### src/sv/cpnr_pkg.sv
package cpnr_pkg;

    localparam int MAX_ORDER_DEF = 64;
    localparam logic [31:0] TWO_PI_Q16 = 32'd411775;

    typedef struct packed {
        logic [31:0]        modulus;
        logic signed [31:0] argument;
        logic [6:0]         root_order;
    } in_item_t;

    typedef struct packed {
        logic [31:0]        root_modulus;
        logic signed [31:0] root_argument;
        logic [5:0]         root_index;
        logic               last;
    } out_item_t;

    typedef enum logic [3:0] {
        ST_IDLE,
        ST_TRIAL,
        ST_MUL,
        ST_MULEND,
        ST_CMP,
        ST_DIVINIT,
        ST_DIV,
        ST_DIVFIX,
        ST_EMIT
    } state_t;

endpackage

### src/sv/cpnr_sermul.sv
// Bit-serial 32x32 multiplier: one multiplier bit per cycle, saturating Q20.12 result.
module cpnr_sermul
(
    input  logic        clk,
    input  logic        rst_n,
    input  logic        start,
    input  logic [31:0] a,
    input  logic [31:0] b,
    output logic        done,
    output logic [31:0] prod
);
    logic [63:0] acc_reg, acc_next;
    logic [31:0] mb_reg, mb_next;
    logic [5:0]  cnt_reg, cnt_next;
    logic        busy_reg, busy_next;
    logic [32:0] sum;

    // Add the shifted multiplicand into the upper half, then shift right
    always_comb
    begin
        sum       = {1'b0, acc_reg[63:32]} + {1'b0, (mb_reg[0] ? a : 32'd0)};
        acc_next  = acc_reg;
        mb_next   = mb_reg;
        cnt_next  = cnt_reg;
        busy_next = busy_reg;
        if (start)
        begin
            acc_next  = '0;
            mb_next   = b;
            cnt_next  = '0;
            busy_next = 1'b1;
        end
        else if (busy_reg)
        begin
            acc_next  = {sum, acc_reg[31:1]};
            mb_next   = {1'b0, mb_reg[31:1]};
            cnt_next  = cnt_reg + 6'd1;
            if (cnt_reg == 6'd31)
                busy_next = 1'b0;
        end
    end

    always_ff @(posedge clk or negedge rst_n)
    begin
        if (!rst_n)
        begin
            busy_reg <= 1'b0;
            cnt_reg  <= '0;
        end
        else
        begin
            busy_reg <= busy_next;
            cnt_reg  <= cnt_next;
        end
    end

    always_ff @(posedge clk)
    begin
        acc_reg <= acc_next;
        mb_reg  <= mb_next;
    end

    assign done = busy_reg && (cnt_reg == 6'd31);
    // Saturate when any bit above the Q20.12 window is set (valid on the cycle after done)
    assign prod = (|acc_reg[63:44]) ? 32'hFFFF_FFFF : acc_reg[43:12];
endmodule

### src/sv/complex_polar_nth_roots.sv
// Operation: up to 32 trial bits, each needing (n-1) serial multiplies, then
// per root a 40-bit restoring divide.
// Throughput: one input transaction at a time; next accepted after the last root leaves.
// The multiplier is bit-serial (one bit per cycle) and the divider is serial.
// Reset (rst_n, asynchronous, active low) returns to idle with no result pending.
module complex_polar_nth_roots
#(
    parameter int MAX_ORDER = cpnr_pkg::MAX_ORDER_DEF
)
(
    input  logic                clk,
    input  logic                rst_n,
    input  logic                in_valid,
    output logic                in_stall,
    input  cpnr_pkg::in_item_t  in_data,
    output logic                out_valid,
    input  logic                out_stall,
    output cpnr_pkg::out_item_t out_data
);
    import cpnr_pkg::*;

    localparam int NW = $clog2(MAX_ORDER + 1);

    state_t state_reg, state_next;

    logic [31:0]  m_reg, m_next;
    logic signed [31:0] arg_reg, arg_next;
    logic [NW-1:0] n_reg, n_next;
    logic [31:0]  r_reg, r_next;
    logic [31:0]  t_reg, t_next;
    logic [31:0]  pw_reg, pw_next;
    logic [4:0]   bit_reg, bit_next;
    logic [NW-1:0] i_reg, i_next;
    logic [NW-1:0] k_reg, k_next;
    logic signed [39:0] s_reg, s_next;
    logic [39:0]  q_reg, q_next;
    logic [NW:0]  rem_reg, rem_next;
    logic         neg_reg, neg_next;
    logic [5:0]   dc_reg, dc_next;
    logic         ov_reg, ov_next;
    out_item_t    ob_reg, ob_next;

    logic        mul_start, mul_done;
    logic [31:0] mul_prod;
    logic [NW-1:0] n_in;
    logic [NW:0] rem_sh;
    logic [39:0] s_abs;
    logic [31:0] q_sgn;

    cpnr_sermul u_mul
    (
        .clk   (clk),
        .rst_n (rst_n),
        .start (mul_start),
        .a     (pw_reg),
        .b     (t_reg),
        .done  (mul_done),
        .prod  (mul_prod)
    );

    // Clamp the order to MAX_ORDER
    always_comb
    begin
        if (in_data.root_order > 7'(MAX_ORDER))
            n_in = NW'(MAX_ORDER);
        else
            n_in = NW'(in_data.root_order);
    end

    assign rem_sh = {rem_reg[NW-1:0], q_reg[39]};
    assign s_abs  = s_reg[39] ? 40'(-s_reg) : 40'(s_reg);
    assign q_sgn  = neg_reg ? 32'(-q_reg[31:0]) : q_reg[31:0];

    // Sequence root search, then one serial divide per root
    always_comb
    begin
        state_next = state_reg;
        m_next = m_reg; arg_next = arg_reg; n_next = n_reg;
        r_next = r_reg; t_next = t_reg; pw_next = pw_reg;
        bit_next = bit_reg; i_next = i_reg; k_next = k_reg;
        s_next = s_reg; q_next = q_reg; rem_next = rem_reg;
        neg_next = neg_reg; dc_next = dc_reg; ov_next = ov_reg; ob_next = ob_reg;
        mul_start = 1'b0;
        in_stall  = (state_reg != ST_IDLE);
        case (state_reg)
            ST_IDLE:
            begin
                if (in_valid && in_data.root_order != 7'd0)
                begin
                    m_next   = in_data.modulus;
                    arg_next = in_data.argument;
                    n_next   = n_in;
                    r_next   = '0;
                    bit_next = 5'd31;
                    state_next = ST_TRIAL;
                end
            end
            ST_TRIAL:
            begin
                t_next  = r_reg | (32'd1 << bit_reg);
                pw_next = r_reg | (32'd1 << bit_reg);
                i_next  = NW'(1);
                state_next = ST_MULEND;
            end
            ST_MULEND:
            begin
                // Chain another multiply while fewer than n factors
                if (i_reg < n_reg)
                begin
                    mul_start  = 1'b1;
                    state_next = ST_MUL;
                end
                else
                    state_next = ST_CMP;
            end
            ST_MUL:
            begin
                if (mul_done)
                begin
                    ov_next = 1'b1;
                    state_next = ST_DIVFIX;
                end
            end
            ST_DIVFIX:
            begin
                if (ov_reg)
                begin
                    // Product register settled: take it
                    pw_next = mul_prod;
                    i_next  = i_reg + NW'(1);
                    ov_next = 1'b0;
                    state_next = ST_MULEND;
                end
                else
                begin
                    ob_next.root_modulus  = r_reg;
                    ob_next.root_argument = q_sgn;
                    ob_next.root_index    = 6'(k_reg);
                    ob_next.last          = (k_reg + NW'(1) == n_reg);
                    state_next = ST_EMIT;
                end
            end
            ST_CMP:
            begin
                if (pw_reg <= m_reg)
                    r_next = t_reg;
                if (bit_reg == 5'd0)
                begin
                    k_next = '0;
                    state_next = ST_DIVINIT;
                end
                else
                begin
                    bit_next = bit_reg - 5'd1;
                    state_next = ST_TRIAL;
                end
            end
            ST_DIVINIT:
            begin
                s_next = 40'(arg_reg) + 40'(k_reg) * 40'(TWO_PI_Q16);
                state_next = ST_DIV;
                dc_next = '0;
                rem_next = '0;
                ov_next = 1'b0;
                neg_next = 1'b0;
            end
            ST_DIV:
            begin
                // Load magnitude on first step, then one quotient bit per cycle
                if (dc_reg == 6'd0)
                begin
                    neg_next = s_reg[39];
                    q_next   = s_abs;
                    dc_next  = 6'd1;
                end
                else
                begin
                    if (rem_sh >= {1'b0, n_reg})
                    begin
                        rem_next = rem_sh - {1'b0, n_reg};
                        q_next   = {q_reg[38:0], 1'b1};
                    end
                    else
                    begin
                        rem_next = rem_sh;
                        q_next   = {q_reg[38:0], 1'b0};
                    end
                    dc_next = dc_reg + 6'd1;
                    if (dc_reg == 6'd40)
                        state_next = ST_DIVFIX;
                end
            end
            ST_EMIT:
            begin
                if (!out_stall)
                begin
                    if (ob_reg.last)
                        state_next = ST_IDLE;
                    else
                    begin
                        k_next = k_reg + NW'(1);
                        state_next = ST_DIVINIT;
                    end
                end
            end
            default: state_next = ST_IDLE;
        endcase
    end

    always_ff @(posedge clk or negedge rst_n)
    begin
        if (!rst_n)
            state_reg <= ST_IDLE;
        else
            state_reg <= state_next;
    end

    always_ff @(posedge clk)
    begin
        m_reg <= m_next; arg_reg <= arg_next; n_reg <= n_next;
        r_reg <= r_next; t_reg <= t_next; pw_reg <= pw_next;
        bit_reg <= bit_next; i_reg <= i_next; k_reg <= k_next;
        s_reg <= s_next; q_reg <= q_next; rem_reg <= rem_next;
        neg_reg <= neg_next; dc_reg <= dc_next; ov_reg <= ov_next; ob_reg <= ob_next;
    end

    assign out_valid = (state_reg == ST_EMIT);
    assign out_data  = ob_reg;
endmodule
### config.mk
export PLATFORM = sky130hd
export DESIGN_NAME = complex_polar_nth_roots
export DESIGN_NICKNAME = d
export VERILOG_FILES = /design/src/sv/cpnr_pkg.sv /design/src/sv/cpnr_sermul.sv /design/src/sv/complex_polar_nth_roots.sv
export SDC_FILE = /design/constraint.sdc
export NUM_CORES = 1
export LEC_CHECK = 0
export BUFFER_PORTS_ARGS = -buffer_cell sky130_fd_sc_hd__buf_4
export CORE_MARGIN = 1.5
export CORE_UTILIZATION = 50
export CTS_BUF_LIST = sky130_fd_sc_hd__clkbuf_8
export DETAILED_ROUTE_END_ITERATION = 7
export HOLD_SLACK_MARGIN = 0.02
export PLACE_DENSITY = 0.68
export SETUP_SLACK_MARGIN = 0.5
export SLEW_MARGIN = 5
export SYNTH_ARGS = -nofsm -noshare
export SYNTH_HDL_FRONTEND = slang
export SYNTH_HIERARCHICAL = 1
export SYNTH_SLANG_ARGS = --single-unit
### constraint.sdc
create_clock -name clk -period 13.85 [get_ports clk]
set_clock_uncertainty 0.2 [all_clocks]
set_input_delay 2.0775 -clock clk [delete_from_list [all_inputs] [get_ports clk]]
set_output_delay 2.0775 -clock clk [all_outputs]
set_load 0.05 [all_outputs]
==> metrics.yaml <==
ant_nets: 0
clkSinkCount: 440
synth_common_cells: "edfxtp_1, nor2_1, ha_1, nand2_1, inv_1"
tightestPinTransition_ps: 1209
ys_seq_area_share_pct: 50.74
route.detailed.drc: 0
synth_top_area_cell: "edfxtp_1"
slew_viol_final: 0
grt_overflow: 0
reg2regPathDepth: 24
vias: 17530
area_growth_pct: 13.09
final_util_pct: 57.42
relSlewSlack_pct: 19.16
crit_arrival_ps: 7730
synth-main-ff-cell: "edfxtp_1"
cts_tree: "built"
pwr_density_cell_nw_per_um2: 168.2
fill_cells: 4215
track_usage_pct: 23.50
synth_edf_count: 377
syn-num-nets: 2523
ys_ff_latch: 440
worst_slack_ps: 6259
finalCritPeriodShare_pct: 54.81
grt_setup_unrepaired: "no"
syn-instance-count: 2240
grt_pass1_vias: 16870
p_sw_uw: 1743
clockPowerShare_pct: 24.8
synthArstFlopShare_pct: 2.500
via_per_inst: 5.616
power_leakage_uw: 0.01140
die_area_um2: 51160
portBuffers: 147
cts_setup_buffers: 0
cp_max_fo: 9
max_clock_freq_mhz: 131.7
pwr-share-seq_pct: 40.8
post-dp-hpwl_um: 43590
finalHoldViolCount: 0
hold_buffers: 0
synth.area.top_cells: "edfxtp_1, ha_1, dfxtp_1"
die_width_um: 226.2
ir_drop_uv: 97.49
path_clk_slew_ps: 60
status: "finished, final reports clean"
core-area_um2: 49050
cp.required_ps: 13990
dr.pass1.iters: 5
start_util_pct: 50.77
antenna_found_initial: 0
comb_power_share_pct: 34.4
grt_pass1_wl_um: 93290
max_cap_violations: 0
cts_max_path_buffers: 3
worstHoldPathCells: 0
post-route-min-period_ps: 7591
wl_per_cell_um: 19.19
yosysUniqueCellTypes: 80
avgSynthCellArea_um2: 11.12
path_class: "register to register"
rows: 81
antenna_cells: 0
cts_resized: 0
largest_reg_flops: 71
final.setup.tns_ps: 0
swShare_pct: 36.79
htree_levels: 3
hp-class: "register to register"
cts_root_buffer: "clkbuf_8"
cts_inserted_buffers: 76
yosys.area.top_type_share_pct: 45.46
p_int_uw: 2995
start_kind: "register"
synth.most_common_cell: "edfxtp_1"
clk_latency_ps: 670
die_h_um: 226.2
ios: 148
nets: 2684
synth_warnings: 6
syn_area_um2: 24900
gp_congestion: 0.9020
wl_um: 59890
grt_max_degree: 80
setup.worst_path.end_class: "register"
detail_route.iter0.violations: 1310
setup_viol: 0
holdWs_ps: 246.0
post-place-ws_ps: 6427
drive_above_1_share_pct: 13.59
[cell families after synthesis]
logic type               synth area share, %
AO/OA/AOI/OAI                          12.40
XOR/XNOR                               5.451
adder cells (fa/ha/maj)                11.23
buffers and inverters                  3.175
flip-flops                             50.74
multiplexers                           3.150
AND/OR/NAND/NOR                        13.84
[layout by cell type (no fill, tap or decap), types with 16 or more instances in the layout]
master / instances
edfxtp_1: 377
nor2_1: 197
ha_1: 182
buf_4: 163
inv_1: 147
nand2_1: 135
o21ai_0: 111
a21oi_1: 99
xnor2_1: 92
a21o_1: 83
clkbuf_8: 78
xor2_1: 63
dfxtp_1: 52
and2_1: 51
or3_1: 46
and3_1: 45
mux2i_1: 39
nand3_1: 39
mux2_2: 35
nand4_1: 33
nor3_1: 29
nor2b_1: 27
fa_1: 26
o21bai_1: 20
o31ai_1: 20
nand2b_1: 16
[stage by stage]
stage          instance area (µm²)  power (µW)  instances
5_1_grt                      28160        5010       3121
3_3_place_gp                 26690        3536       2987
6_report                     28160        4738       3121
3_5_place_dp                 26690        3568       2987
4_1_cts                      28160        4757       3121
2_1_floorplan                24900        3102       2240
[metal layers]
metal	vias up	part of all wire, %	track usage, %
met5	-	0	0
met4	0	2.2	6.710
met3	82	6.3	4.046
met2	495	44	34.96
met1	8403	48	35.10
li1	8548	-	-
[critical path: stages, from the launching register on]
cell and delay, ps:
edfxtp_1 580, fa_1 740, inv_1 130, fa_1 510, inv_1 50, fa_1 490, inv_1 50, fa_1 500
inv_1 40, ha_1 350, o21a_1 190, o21ai_0 130, a21oi_1 90, o41ai_1 780, o21ai_0 260, a21oi_1 200
xnor2_1 110, ha_1 400, nand2_1 200, o21bai_1 230, a21o_1 190, a211o_1 330, and3_1 190, nor3_1 150
o311ai_0 170
[final cells by class]
type	count	area, µm²	share of cell area [%]
multi-input cells	1592	11510	40.88
repair buffers	163	1224	4.345
clock buffers	78	1074	3.812
well taps	664	830.8	2.950
flip-flops and latches	440	12640	44.87
inverters	128	480.5	1.706
clock inverters	56	402.9	1.430
[final timing paths]
| kind | start | to | slack, ps |
|---|---|---|---|
| worst max-delay path | k_reg[4] | s_reg[28] | 6260 |
| worst min-delay path | r_reg[8] | out_data[47] | 250 |
| worst max register to register | k_reg[4] | s_reg[28] | 6260 |
| worst min register to register | r_reg[8] | out_data[47] | 250 |
| max in group asynchronous | rst_n | u_mul/busy_reg | 12180 |
| min in group asynchronous | rst_n | state_reg[1] | 1050 |
[power groups by stage]
stage / Clock, µW / Combinational (µW) / Sequential [µW]
after floorplan: 0 / 1160 / 1950
after global placement: 0 / 1590 / 1950
after detailed placement: 0 / 1610 / 1960
after CTS: 1210 / 1620 / 1930
after global routing: 1260 / 1800 / 1950
final: 1180 / 1630 / 1930
No activity file was read; power rests on OpenSTA's default activity.
